**config.mk**
```make
export PLATFORM = sky130hd
export DESIGN_NAME = nfa_front
export DESIGN_NICKNAME = d
export VERILOG_FILES = /design/src/nfa_pkg.sv /design/src/nfa_front.sv
export SDC_FILE = /design/constraint.sdc
export NUM_CORES = 1
export LEC_CHECK = 0
export BUFFER_PORTS_ARGS = -buffer_cell sky130_fd_sc_hd__buf_4
export CORE_ASPECT_RATIO = 0.75
export CORE_UTILIZATION = 53
export CTS_CLUSTER_SIZE = 16
export DETAILED_ROUTE_END_ITERATION = 6
export PLACE_DENSITY = 0.81
export SLEW_MARGIN = 20
export SYNTH_ARGS = -nofsm -noshare
export SYNTH_HDL_FRONTEND = slang
export SYNTH_SLANG_ARGS = --single-unit
export TNS_END_PERCENT = 10
```
**constraint.sdc**
```tcl
create_clock -name clk -period 3.7 [get_ports clk]
set_input_delay 0.185 -clock clk [delete_from_list [all_inputs] [get_ports clk]]
set_output_delay 0.185 -clock clk [all_outputs]
set_load 0.05 [all_outputs]
```
**src/nfa_pkg.sv**
```systemverilog
// Shared types, sizes and codes of the NFA stream matcher.
// Used by nfa_front, nfa_back and nfa_epsilon_stream_matcher; no dependencies.
package nfa_pkg;

  localparam int STATES     = 16;
  localparam int MAX_STATES = 16;
  localparam int HW_STATES  = (STATES < MAX_STATES) ? STATES : MAX_STATES;

  localparam int CMD_W = 3;
  localparam int IDX_W = 4;
  localparam int SYM_W = 8;
  localparam int SET_W = 16;
  localparam int ST_W  = 2;

  localparam int CNT_W     = $clog2(HW_STATES + 1);
  localparam int PASS_W    = $clog2(HW_STATES);
  localparam int EIDX_W    = $clog2(HW_STATES);
  localparam int MOVE_AW   = IDX_W + SYM_W;
  localparam int MOVE_DEPTH = 1 << MOVE_AW;
  localparam int ALPHA_DEPTH = 1 << SYM_W;

  localparam logic [SET_W-1:0] SMASK = SET_W'((33'h1 << HW_STATES) - 33'h1);

  localparam int IN_DATA_W  = 32;
  localparam int OUT_DATA_W = 24;
  localparam int CFG_IDX_W  = 1;

  // Command codes as they arrive.
  localparam logic [CMD_W-1:0] CMD_LOAD_MOVE  = 3'd0;
  localparam logic [CMD_W-1:0] CMD_LOAD_EPS   = 3'd1;
  localparam logic [CMD_W-1:0] CMD_LOAD_ALPHA = 3'd2;
  localparam logic [CMD_W-1:0] CMD_BEGIN      = 3'd3;
  localparam logic [CMD_W-1:0] CMD_SYMBOL     = 3'd4;

  // Work kinds after classification.
  localparam logic [CMD_W-1:0] K_MOVE  = 3'd0;
  localparam logic [CMD_W-1:0] K_EPS   = 3'd1;
  localparam logic [CMD_W-1:0] K_ALPHA = 3'd2;
  localparam logic [CMD_W-1:0] K_BEGIN = 3'd3;
  localparam logic [CMD_W-1:0] K_SYM   = 3'd4;
  localparam logic [CMD_W-1:0] K_NOP   = 3'd5;

  // Result status codes.
  localparam logic [ST_W-1:0] ST_DONE   = 2'd0;
  localparam logic [ST_W-1:0] ST_LIVE   = 2'd1;
  localparam logic [ST_W-1:0] ST_BADSYM = 2'd2;
  localparam logic [ST_W-1:0] ST_EMPTY  = 2'd3;

  // Configuration register indexes.
  localparam logic [CFG_IDX_W-1:0] CFG_START = 1'd0;
  localparam logic [CFG_IDX_W-1:0] CFG_FINAL = 1'd1;

  localparam int Q_DEPTH = 2;
  localparam int Q_AW    = 1;
  localparam int Q_CW    = 2;

  typedef struct packed {
    logic [CMD_W-1:0] kind;
    logic [IDX_W-1:0] idx;
    logic [SYM_W-1:0] sym;
    logic [SET_W-1:0] mask;
  } item_t;

  typedef struct packed {
    logic  vld;
    item_t item;
  } head_t;

  typedef struct packed {
    logic pop;
    logic open;
  } back_ctl_t;

endpackage

```
**src/nfa_front.sv**
```systemverilog
// Front end of the NFA matcher: accepts items, classifies them, queues them.
// Depends on nfa_pkg.
module nfa_front (
  input  logic                              clk,
  input  logic                              rst_n,
  input  logic                              in_tvalid,
  output logic                              in_tready,
  input  logic [nfa_pkg::IN_DATA_W-1:0]     in_tdata,
  input  logic [nfa_pkg::CMD_W-1:0]         in_tuser,
  input  nfa_pkg::back_ctl_t                ctl,
  output nfa_pkg::head_t                    head
);
  import nfa_pkg::*;

  item_t          q_r [Q_DEPTH];
  logic [Q_AW-1:0] wr_ptr_r, wr_ptr_nxt;
  logic [Q_AW-1:0] rd_ptr_r, rd_ptr_nxt;
  logic [Q_CW-1:0] cnt_r, cnt_nxt;
  logic           push;
  item_t          cls;
  logic [IDX_W-1:0] idx_in;
  logic [SYM_W-1:0] sym_in;
  logic [SET_W-1:0] mask_in;
  logic           idx_ok;

  assign idx_in  = in_tdata[IDX_W-1:0];
  assign sym_in  = in_tdata[IDX_W+SYM_W-1:IDX_W];
  assign mask_in = in_tdata[IDX_W+SYM_W+SET_W-1:IDX_W+SYM_W];
  assign idx_ok  = (32'(idx_in) < HW_STATES);

  // Classify: drop loads to missing states and unused commands to no-ops.
  always_comb begin
    cls.idx  = idx_in;
    cls.sym  = sym_in;
    cls.mask = mask_in & SMASK;
    case (in_tuser)
      CMD_LOAD_MOVE:  cls.kind = idx_ok ? K_MOVE : K_NOP;
      CMD_LOAD_EPS:   cls.kind = idx_ok ? K_EPS : K_NOP;
      CMD_LOAD_ALPHA: cls.kind = K_ALPHA;
      CMD_BEGIN:      cls.kind = K_BEGIN;
      CMD_SYMBOL:     cls.kind = K_SYM;
      default:        cls.kind = K_NOP;
    endcase
  end

  assign in_tready = ctl.open && (cnt_r != Q_CW'(Q_DEPTH));
  assign push      = in_tvalid && in_tready;

  assign head.vld  = (cnt_r != '0);
  assign head.item = q_r[rd_ptr_r];

  always_comb begin
    wr_ptr_nxt = push    ? wr_ptr_r + 1'b1 : wr_ptr_r;
    rd_ptr_nxt = ctl.pop ? rd_ptr_r + 1'b1 : rd_ptr_r;
    cnt_nxt    = cnt_r + Q_CW'(push) - Q_CW'(ctl.pop);
  end

  always_ff @(posedge clk) begin
    if (!rst_n) begin
      wr_ptr_r <= '0;
      rd_ptr_r <= '0;
      cnt_r    <= '0;
    end else begin
      wr_ptr_r <= wr_ptr_nxt;
      rd_ptr_r <= rd_ptr_nxt;
      cnt_r    <= cnt_nxt;
    end
  end

  always_ff @(posedge clk) begin
    if (push) begin
      q_r[wr_ptr_r] <= cls;
    end
  end

`ifndef SYNTHESIS
  a_no_pop_empty: assert property (@(posedge clk) disable iff (!rst_n)
    ctl.pop |-> cnt_r != '0) else $error("pop from empty queue");
  a_cnt_bound: assert property (@(posedge clk) disable iff (!rst_n)
    cnt_r <= Q_CW'(Q_DEPTH)) else $error("queue count overflow");
  a_move_idx: assert property (@(posedge clk) disable iff (!rst_n)
    head.vld && (head.item.kind == K_MOVE || head.item.kind == K_EPS)
      |-> 32'(head.item.idx) < HW_STATES) else $error("load to missing state queued");
`endif

endmodule

```
==> parameters.txt, run 1 <==
Parameter                              Value

Die
  Number of cell rows ... 21
  Initial core utilization ... 0.5556
  Chip height ... 61.43 um
  Die area ... 4991 um2
  I/O pin count ... 73
  Die width ... 81.25 um
  Standard cell core area ... 4493 um2

Min path
  Hold path cells ... 1
  End point of the worst hold path ... q_r[1][2]
  Startpoint of the lowest-slack hold path ... in_tdata[14]
  Hold crit path type ... input port to register

Critical path
  Crit path capture type ... output port
  CP Class ... register to output port
  Depth of the worst register-to-register path ... 4
  Capturing point of the worst reg2reg path ... q_r[0][17]
  Maximum fanout count along the critical path ... 23
  Startpoint of the lowest-slack register-to-register path ... cnt_r[0]
  R2r setup slk ... 1760 ps
  Arrival time at the worst endpoint ... 1820 ps
  CP required ... 3510 ps
  Critical Path Start Type ... register

Drt
  Wire length on met2 ... 2053 um
  Detailed-route vias per instance ... 5.008
  Met3 WL ... 282 um
  Highest layer used for signal routing ... met4
  First-pass iteration count of the detailed router ... 4
  Antenna Nets Post-Route ... 0
  WL final ... 3961 um
  Post-route met1 wirelength ... 1563 um
  Wire length per cell after detailed routing ... 15.12 um
  1st-iter DRT viols ... 27
  Final routed DRC violation total ... 0
  Via count ... 1312

Timing
  Minimum period implied by the final worst setup slack ... 2002 ps
  Final count of pins violating max slew ... 0
  Setup TNS ... 0 ps
  Clock skew ... 4.972 ps
  Slew at the pin closest to its max-slew limit ... 648.7 ps
  Final setup fails ... 0
  Final Cycle Share ... 0.5410
  Relative slew slack ... 0.5670
  Max Fclk ... 499.6 MHz
  Setup repair after global routing missed its margin ... false
  Number of failing hold endpoints at the final stage ... 0

Final layout
  Count of filler cells inserted in the layout ... 287
  Final net count ... 243
  Finished Layout Cells ... 262
  Share of final-layout standard cells stronger than drive strength 1 ... 0.5805
  Layout-stage area growth over the synthesis result ... 30.08%
  Antenna Cells ... 0

CTS
  Setup bufs post-CTS ... 0
  Cts bufs inserted ... 9
  CTS H-tree lvls ... 3
  Post-cts sizing count ... 0
  Clock Pin Slew Worst Setup and Hold Paths ... 70 ps
  Clock tree from TritonCTS ... done
  Clock sink count ... 67
  Clock latency reported for the late side of the worst-skew pair ... 330 ps
  CTS hold repair buffers ... 0
  Clock Tree Root ... sky130_fd_sc_hd__clkbuf_8
  CTS Buffer Depth ... 2

Synth
  Proportion of netlist area held by the largest area contributor ... 0.7459
  Avg Cell Area, Syn ... 20.29 um2
  Net count of the mapped netlist ... 165
  Synthesized flop and latch total ... 67
  Sequential cell area fraction in the yosys report ... 0.7860
  Leading post-synthesis cells by cell area ... sky130_fd_sc_hd__edfxtp_1 75%, sky130_fd_sc_hd__mux2_2 14%, sky130_fd_sc_hd__dfxtp_1 4.0%, sky130_fd_sc_hd__buf_6 1.4%, sky130_fd_sc_hd__and2_1 1.3%
  Number of distinct standard cells referenced by the synthesized netlist ... 19
  Post-synthesis instance area ... 2496 um2
  Number of standard cells after synthesis ... 123
  Yosys warning count ... 0
  Leading area contributor after synthesis ... sky130_fd_sc_hd__edfxtp_1

Placement
  Placed Cells ... 247
  Routability-driven placement congestion ratio ... 0.6482
  Estimated wirelength of the detail-placed design ... 2730 um
  I/O Buffers ... 68

Power and ir drop
  Leakage ... 1.242 nW
  Worst voltage drop across the vdd grid ... 363.0 uV
  Total power ... 1.808 mW
  Power per Cell Area ... 556.7 nW/um2

Status
  Result of the run ... completed

GRT
  Total grt overflow ... 0
  Maximum number of pins on one net before global-route repair ... 32
  Overall global routing resource usage ... 0.1695
  Initial antenna violation count ... 0
  Global-route wire length before repair ... 5589 um
  Number of global-route vias before repair ... 1250

Flow run
  Max-capacitance violation count ... 0
[stage by stage]
| stage | hold slack (ps) | worst slack (ps) | util | cell area (um2) |
|---|---|---|---|---|
| floorplan | 283.9 | 1388 | - | 2496 |
| global placement | 369.6 | 1875 | 0.6823 | 3065 |
| detailed placement | 373.4 | 1741 | 0.6823 | 3065 |
| CTS | 14.08 | 1651 | 0.7226 | 3247 |
| global route | 5.305 | 1601 | 0.7226 | 3247 |
| finish | 32.91 | 1698 | 0.7226 | 3247 |
[routing by layer]
layer / GRT usage / vias to the layer above
li1: - / 624
met1: 0.1765 / 624
met2: 0.2893 / 56
met3: 0.09481 / 8
met4: 0.06888 / 0
met5: 0 / -
[power breakdown]
| group | internal (mW) | switching, mW | total, mW |
|---|---|---|---|
| Clock | 0.302 | 0.244 | 0.546 |
| Combinational | 0.135 | 0.231 | 0.365 |
| Sequential | 0.879 | 0.0172 | 0.897 |
| Total | 1.32 | 0.492 | 1.81 |
[placed cells by master (no fill, tap or decap)]
master,instances
sky130_fd_sc_hd__buf_4,71
sky130_fd_sc_hd__edfxtp_1,62
sky130_fd_sc_hd__mux2_2,31
sky130_fd_sc_hd__clkbuf_8,9
sky130_fd_sc_hd__and2_1,5
sky130_fd_sc_hd__dfxtp_1,5
sky130_fd_sc_hd__clkinv_2,4
sky130_fd_sc_hd__nand2b_1,2
sky130_fd_sc_hd__xnor2_1,2
sky130_fd_sc_hd__ha_1,2
sky130_fd_sc_hd__nor2b_1,1
sky130_fd_sc_hd__inv_1,1
sky130_fd_sc_hd__nand3_1,1
sky130_fd_sc_hd__a21o_1,1
sky130_fd_sc_hd__nor2_2,1
sky130_fd_sc_hd__or2_2,1
sky130_fd_sc_hd__xor2_1,1
sky130_fd_sc_hd__and3_1,1
sky130_fd_sc_hd__nand2_1,1
sky130_fd_sc_hd__mux2i_1,1
sky130_fd_sc_hd__clkinvlp_4,1
sky130_fd_sc_hd__bufinv_16,1
[critical path: stages, from the launching register on]
cell	delay, ps
sky130_fd_sc_hd__dfxtp_1	530
sky130_fd_sc_hd__buf_4	370
sky130_fd_sc_hd__mux2_2	380
sky130_fd_sc_hd__buf_4	190
[logic make-up (layout without fill, tap and decap cells)]
family / after synthesis / after routing / share of synthesized area
buffers and inverters: 5 / 87 / 0.01654
multiplexers: 32 / 32 / 0.1439
XOR/XNOR: 3 / 3 / 0.01053
AND/OR/NAND/NOR: 13 / 13 / 0.03007
flip-flops: 67 / 67 / 0.7860
adder cells (fa/ha/maj): 2 / 2 / 0.01002
AO/OA/AOI/OAI: 1 / 1 / 0.003009
[sequential cells by signal, summed over array words and instances (netlist names), named ones only]
register and count:
q_r 62, wr_ptr_r 1, cnt_r 2, rd_ptr_r 1
[how the worst max path moves through the flow]
stage | from | to | slack, ps
2_1_floorplan | cnt_r[0] | q_r[0][0] | 1390
3_3_place_gp | cnt_r[0] | q_r[0][18] | 1880
3_5_place_dp | cnt_r[0] | q_r[0][25] | 1740
4_1_cts | register | head[17] | 1650
5_1_grt | register | head[9] | 1600
6_report | register | head[17] | 1700
[cell type report]
class	count	area [um2]	share of cell area
clock buffer	9	123.9	0.03815
tap	57	71.32	0.02197
timing repair buffer	71	533.0	0.1642
multi-input combinational	51	495.5	0.1526
inverter	1	3.754	0.001156
sequential	67	1962	0.6042
clock inverter	6	57.56	0.01773
[cell usage after synthesis]
library cell	instances
sky130_fd_sc_hd__nor2b_1	1
sky130_fd_sc_hd__a21o_1	1
sky130_fd_sc_hd__inv_1	1
sky130_fd_sc_hd__mux2_2	31
sky130_fd_sc_hd__dfxtp_1	5
sky130_fd_sc_hd__clkbuf_1	1
sky130_fd_sc_hd__and3_1	1
sky130_fd_sc_hd__mux2i_1	1
sky130_fd_sc_hd__buf_6	3
sky130_fd_sc_hd__ha_1	2
sky130_fd_sc_hd__xor2_1	1
sky130_fd_sc_hd__nand3_1	1
sky130_fd_sc_hd__nor2_1	1
sky130_fd_sc_hd__xnor2_1	2
sky130_fd_sc_hd__and2_1	5
sky130_fd_sc_hd__edfxtp_1	62
sky130_fd_sc_hd__or2_2	1
sky130_fd_sc_hd__nand2_1	1
sky130_fd_sc_hd__nand2b_1	2
No activity file was read; power rests on OpenSTA's default activity.
==> inputs of run 2 (changes only) <==
--- a/config.mk
+++ b/config.mk
@@ -5,12 +5,13 @@
 export SDC_FILE = /design/constraint.sdc
 export NUM_CORES = 1
 export LEC_CHECK = 0
+export ABC_AREA = 1
 export BUFFER_PORTS_ARGS = -buffer_cell sky130_fd_sc_hd__buf_4
 export CORE_ASPECT_RATIO = 0.75
-export CORE_UTILIZATION = 53
+export CORE_UTILIZATION = 51
 export CTS_CLUSTER_SIZE = 16
 export DETAILED_ROUTE_END_ITERATION = 6
-export PLACE_DENSITY = 0.81
+export PLACE_DENSITY = 0.79
 export SLEW_MARGIN = 20
 export SYNTH_ARGS = -nofsm -noshare
 export SYNTH_HDL_FRONTEND = slang
==> constraint.sdc (replaced) <==
create_clock -name clk -period 2.02 [get_ports clk]
set_input_delay 0.101 -clock clk [delete_from_list [all_inputs] [get_ports clk]]
set_output_delay 0.101 -clock clk [all_outputs]
set_load 0.05 [all_outputs]
==> run 2 against run 1 <==
- sequential power up 79%
- synthesized cell count is 11% higher
- critical path depth rose by 7
- final area rose by 9.6%
- critical path type is now register to register
==> parameters.txt, run 2 <==
Parameter                              Value

Synth
  Sequential cell area fraction in the yosys report ... 0.7813
  Yosys warning count ... 0
  Async SR Flop Fraction ... 0
  Share of the synthesized area in compound gates (AO/OA/AOI/OAI) ... 0.007972
  Post-synthesis instance area ... 2511 um2
  Proportion of synthesized area in mux cells ... 0.1390
  Net count of the mapped netlist ... 179
  Synthesized flop and latch total ... 67
  Proportion of netlist area held by the largest area contributor ... 0.7414
  Adder-cell share of the synthesized area ... 0.009965
  Leading post-synthesis cells by cell area ... sky130_fd_sc_hd__edfxtp_1 74%, sky130_fd_sc_hd__mux2_2 14%, sky130_fd_sc_hd__dfxtp_1 4.0%, sky130_fd_sc_hd__inv_1 1.5%, sky130_fd_sc_hd__nand2_1 1.5%
  Leading area contributor after synthesis ... sky130_fd_sc_hd__edfxtp_1
  Number of distinct standard cells referenced by the synthesized netlist ... 14
  Main flop type after synthesis ... sky130_fd_sc_hd__edfxtp_1
  Simple logic cell fraction of the synthesized area ... 0.03189
  Parity-gate share of the synthesized area counting xor and xnor cells ... 0
  Avg Cell Area, Syn ... 18.33 um2
  Number of standard cells after synthesis ... 137
  Cell types with the highest counts after synthesis ... 62 x sky130_fd_sc_hd__edfxtp_1, 31 x sky130_fd_sc_hd__mux2_2, 10 x sky130_fd_sc_hd__inv_1, 10 x sky130_fd_sc_hd__nand2_1, 7 x sky130_fd_sc_hd__nor2_1
  Library cell with the highest instance count after synthesis ... sky130_fd_sc_hd__edfxtp_1
  Largest family of logic cells by synthesized area ... multiplexers
  Count of flip-flops with a built-in enable after synthesis ... 62

Placement
  Cell Area, Placed ... 3108 um2
  Worst setup timing slack at the placement stage ... 404.5 ps
  Routability-driven placement congestion ratio ... 0.8068
  I/O Buffers ... 68
  Estimated wirelength of the detail-placed design ... 3016 um

Timing
  Clock skew ... 3.888 ps
  Final setup fails ... 0
  Hold Worst Slack ... 37.32 ps
  Final count of pins violating max slew ... 0
  Relative slew slack ... 0.8365
  Final Cycle Share ... 0.8216
  Setup TNS ... 0 ps
  Setup ws final ... 360.4 ps
  Minimum period implied by the final worst setup slack ... 1660 ps
  Setup repair after global routing missed its margin ... false
  Number of failing hold endpoints at the final stage ... 0
  Max Fclk ... 602.6 MHz
  Slew at the pin closest to its max-slew limit ... 245.3 ps

Final layout
  Leading cell types in the layout, fill and taps excluded ... 74 x sky130_fd_sc_hd__buf_4, 62 x sky130_fd_sc_hd__edfxtp_1, 31 x sky130_fd_sc_hd__mux2_2
  Count of filler cells inserted in the layout ... 268
  Largest registers ranked by flip-flop count ... q_r: 62 flops, cnt_r: 2 flops
  Share of final-layout standard cells stronger than drive strength 1 ... 0.4683
  Layout-stage area growth over the synthesis result ... 41.70%
  Final net count ... 290
  Multi-input combinational cell area ... 481.7 um2
  Antenna Cells ... 0
  Register containing the most flip-flops in the final layout ... q_r
  Area of all placed cells without fillers ... 3558 um2
  Sequential cell area ... 1962 um2
  Number of flip-flops in the largest register ... 62
  Final core utilization ... 0.7739
  Commonest non-fill, non-tap cell in the layout ... sky130_fd_sc_hd__buf_4

Drt
  Wire length on met2 ... 2465 um
  Detailed-route vias per instance ... 4.799
  1st-iter DRT viols ... 43
  Via count ... 1483
  Antenna Nets Post-Route ... 0
  Post-route met1 wirelength ... 1888 um
  Final routed DRC violation total ... 0
  First-pass iteration count of the detailed router ... 4
  Wire length per cell after detailed routing ... 14.95 um
  Met3 WL ... 231 um
  Highest layer used for signal routing ... met4
  WL final ... 4619 um

Critical path
  Arrival time at the worst endpoint ... 1880 ps
  Critical Path Start Type ... register
  CP Class ... register to register
  CP required ... 2240 ps
  Crit path capture type ... register
  Maximum fanout count along the critical path ... 3

CTS
  Cts bufs inserted ... 9
  Setup bufs post-CTS ... 0
  CTS H-tree lvls ... 3
  Clock Pin Slew Worst Setup and Hold Paths ... 60 ps
  Post-cts sizing count ... 0
  Clock tree from TritonCTS ... done
  Clock latency reported for the late side of the worst-skew pair ... 320 ps
  Clock Tree Root ... sky130_fd_sc_hd__clkbuf_8
  CTS hold repair buffers ... 30
  CTS Buffer Depth ... 2
  Clock sink count ... 67

GRT
  Maximum number of pins on one net before global-route repair ... 18
  Total grt overflow ... 0
  Number of global-route vias before repair ... 1601
  Initial antenna violation count ... 0
  Overall global routing resource usage ... 0.2027
  Global-route wire length before repair ... 7707 um

Die
  Die area ... 5211 um2
  I/O pin count ... 73
  Number of cell rows ... 21
  Chip height ... 62.77 um
  Initial core utilization ... 0.5461
  Standard cell core area ... 4598 um2
  Die width ... 83.03 um

Min path
  Hold crit path type ... input port to register

Flow run
  Max-capacitance violation count ... 0

Power and ir drop
  Worst voltage drop across the vdd grid ... 592.6 uV
  Power per Cell Area ... 853.8 nW/um2
  Leakage ... 1.410 nW

Status
  Result of the run ... completed
run 2: changes by cell type after synthesis, sizes merged, moves of 2 or more:
cell    change
nand2b      -2
inv         +9
and2        -5
nor2        +6
nand2       +9
xnor2       -2
run 2: metrics by stage:
step | power [mW] | cells
2_1_floorplan | 1.986 | 137
3_3_place_gp | 2.146 | 264
3_5_place_dp | 2.169 | 264
4_1_cts | 3.072 | 309
5_1_grt | 3.171 | 309
6_report | 3.038 | 309
run 2: worst paths after layout:
check	to	startpoint	depth (start not counted)	slack (ps)
min reg2reg	rd_ptr_r	rd_ptr_r	2	500
min	rd_ptr_r	ctl[1]	3	40
max reg2reg	cnt_r[1]	cnt_r[0]	10	360
max	cnt_r[1]	cnt_r[0]	10	360
run 2: power breakdown:
group	leakage [nW]	internal (mW)	switching, mW
clock network	0.0804	0.428	0.424
logic	0.721	0.231	0.349
registers	0.609	1.59	0.0193
total	1.41	2.25	0.793
run 2: cell type report:
class	count	area share
Sequential cell	67	0.5513
Timing Repair Buffer	104	0.2405
Multi-Input combinational cell	56	0.1354
Clock buffer	11	0.03692
Tap cell	57	0.02004
Inverter	10	0.01055
Clock inverter	4	0.005274
run 2: kinds of logic after synthesis:
logic type	after synthesis
AOI/OAI and AO/OA	3
muxes	31
adders and majority gates	2
and+or+nand+nor	20
buffers and inverters	14
DFF	67
run 2: critical path, stage by stage (launching register included):
cell and delay, ps:
sky130_fd_sc_hd__dfxtp_1 330, sky130_fd_sc_hd__inv_1 70, sky130_fd_sc_hd__nand2_1 90, sky130_fd_sc_hd__nand3_1 160, sky130_fd_sc_hd__ha_1 330, sky130_fd_sc_hd__inv_1 40
sky130_fd_sc_hd__ha_1 200, sky130_fd_sc_hd__inv_1 60, sky130_fd_sc_hd__nand2_1 70, sky130_fd_sc_hd__a21oi_1 150, sky130_fd_sc_hd__nor2_1 60
run 2: routing by layer:
layer / global-route usage / up-vias
met3: 0.07926 / 4
met5: 0 / -
met2: 0.3545 / 57
met4: 0.07112 / 0
met1: 0.2270 / 694
li1: - / 728
==> inputs of run 3 (changes only) <==
==> constraint.sdc (replaced) <==
create_clock -name clk -period 1.7 [get_ports clk]
set_input_delay 0.085 -clock clk [delete_from_list [all_inputs] [get_ports clk]]
set_output_delay 0.085 -clock clk [all_outputs]
set_load 0.05 [all_outputs]
==> run 3 against run 2 <==
- via count rose by 2.6%
- global-route usage is 0.87 points lower
- largest cell class unchanged
- maximum frequency rose by 2.9%
- setup slack got worse by 270 ps
- sequential power grew 19%
- sequential share of layout area fell by 0.51 points
- clock skew decreased by 0.69 ps
- cell count is 0.32% lower
- final area rose by 1.1%
- utilization increased by 0.82 points
- sequential cell count stayed put
- die area did not move
==> parameters.txt, run 3 (same netlist as run 2, synthesis figures left out) <==
Parameter                              Value

Drt
  1st-iter DRT viols ... 77
  First-pass iteration count of the detailed router ... 4
  WL final ... 4583 um
  Final routed DRC violation total ... 0
  Via count ... 1521
  Detailed-route vias per instance ... 4.938
  Antenna Nets Post-Route ... 0
  Wire length per cell after detailed routing ... 14.88 um

Die
  Chip height ... 62.77 um
  Initial core utilization ... 0.5461
  I/O pin count ... 73
  Die width ... 83.03 um
  Standard cell core area ... 4598 um2
  Die area ... 5211 um2
  Number of cell rows ... 21

Critical path
  Depth of the worst register-to-register path ... 11
  Maximum fanout count along the critical path ... 3
  Crit path capture type ... register
  R2r setup slk ... 90 ps
  Arrival time at the worst endpoint ... 1830 ps
  CP Class ... register to register
  Startpoint of the lowest-slack register-to-register path ... cnt_r[0]
  Critical Path Source ... cnt_r[0]
  Critical Path Start Type ... register
  Capturing point of the worst reg2reg path ... cnt_r[1]
  CP required ... 1920 ps
  Endpoint of the worst setup timing path ... cnt_r[1]

Placement
  Cell Area, Placed ... 3126 um2
  Routability-driven placement congestion ratio ... 0.7770
  Worst setup timing slack at the placement stage ... 67.47 ps
  Placed Cells ... 263
  I/O Buffers ... 68
  Estimated wirelength of the detail-placed design ... 2785 um

GRT
  Maximum number of pins on one net before global-route repair ... 32
  Global-route wire length before repair ... 7500 um
  Initial antenna violation count ... 0
  Overall global routing resource usage ... 0.1941
  Total grt overflow ... 0
  Number of global-route vias before repair ... 1643

Final layout
  Register containing the most flip-flops in the final layout ... q_r
  Count of filler cells inserted in the layout ... 242
  Area of all placed cells without fillers ... 3596 um2
  Largest registers ranked by flip-flop count ... q_r: 62 flops, cnt_r: 2 flops
  Final net count ... 289
  Final core utilization ... 0.7820
  Leading cell types in the layout, fill and taps excluded ... 71 x sky130_fd_sc_hd__buf_4, 62 x sky130_fd_sc_hd__edfxtp_1, 31 x sky130_fd_sc_hd__mux2_2
  Number of flip-flops in the largest register ... 62
  Antenna Cells ... 0
  Commonest non-fill, non-tap cell in the layout ... sky130_fd_sc_hd__buf_4
  Layout-stage area growth over the synthesis result ... 43.20%
  Share of final-layout standard cells stronger than drive strength 1 ... 0.4821
  Finished Layout Cells ... 308

Power and ir drop
  Power per Cell Area ... 1008 nW/um2
  Total power ... 3.626 mW
  Leakage ... 1.413 nW
  Worst voltage drop across the vdd grid ... 853.6 uV

Timing
  Relative slew slack ... 0.8243
  Final Cycle Share ... 0.9487
  Hold Worst Slack ... 21.40 ps
  Final setup fails ... 0
  Max Fclk ... 620.0 MHz
  Minimum period implied by the final worst setup slack ... 1613 ps
  Slew at the pin closest to its max-slew limit ... 263.6 ps
  Setup TNS ... 0 ps
  Setup ws final ... 87.20 ps
  Final count of pins violating max slew ... 0
  Number of failing hold endpoints at the final stage ... 0
  Clock skew ... 3.202 ps

CTS
  Cts bufs inserted ... 9
  Clock tree from TritonCTS ... done
  Setup bufs post-CTS ... 0
  CTS H-tree lvls ... 3
  Clock Pin Slew Worst Setup and Hold Paths ... 60 ps
  CTS Buffer Depth ... 2
  Clock sink count ... 67
  Clock Tree Root ... sky130_fd_sc_hd__clkbuf_8
  Clock latency reported for the late side of the worst-skew pair ... 320 ps

Flow run
  Max-capacitance violation count ... 0

Min path
  Hold path cells ... 3
  Hold crit path type ... input port to register

Status
  Result of the run ... completed
[run 3: cell types whose count changed in the layout (fill, tap and decap cells not counted), sizes merged]
cell,change
clkbuf,-1
clkinv,+1
buf,-1
[run 3: cell type report]
cell class	instances	area, um2	share of cell area
clock buffer	10	127.6	0.03549
clock inverter	5	21.27	0.005915
inverter	10	37.54	0.01044
multi-input combinational	56	500.5	0.1392
sequential	67	1964	0.5463
tap	57	71.32	0.01983
timing repair buffer	103	873.3	0.2429
[run 3: worst min-delay path by stage]
stage                 startpoint         end
finish                    ctl[1]    register
global route         in_tuser[0]  q_r[1][28]
CTS                       ctl[1]    register
detailed placement   in_tdata[4]  q_r[0][16]
global placement    in_tdata[12]   q_r[1][0]
floorplan                  rst_n    cnt_r[0]
[run 3: critical path, cell delays in order, from the launching register on]
cell	delay [ps]
sky130_fd_sc_hd__dfxtp_2	330
sky130_fd_sc_hd__inv_1	70
sky130_fd_sc_hd__nand2_2	100
sky130_fd_sc_hd__nand3_4	100
sky130_fd_sc_hd__ha_1	280
sky130_fd_sc_hd__inv_1	70
sky130_fd_sc_hd__ha_1	180
sky130_fd_sc_hd__inv_1	60
sky130_fd_sc_hd__nand2_1	110
sky130_fd_sc_hd__nand3_1	100
sky130_fd_sc_hd__nand2_1	70
sky130_fd_sc_hd__nor2_1	40
[run 3: metal layers]
metal	up-vias	GRT usage	routed length [um]
met5	-	0	0
met4	0	0.08836	63
met3	9	0.07662	281
met2	55	0.3381	2391
met1	732	0.2091	1846
li1	725	-	-
[run 3: report_power, final]
part | switching (mW) | internal, mW
logic | 0.423 | 0.285
registers | 0.0280 | 1.89
clock network | 0.503 | 0.500
[run 3: repair_timing]
item	in CTS	in global routing
cloned	0	0
endpoints found under the setup margin	26	1
resized for setup	1	5
hold buffers	30	0
pin swaps	0	1
endpoints found under the hold margin	60	0
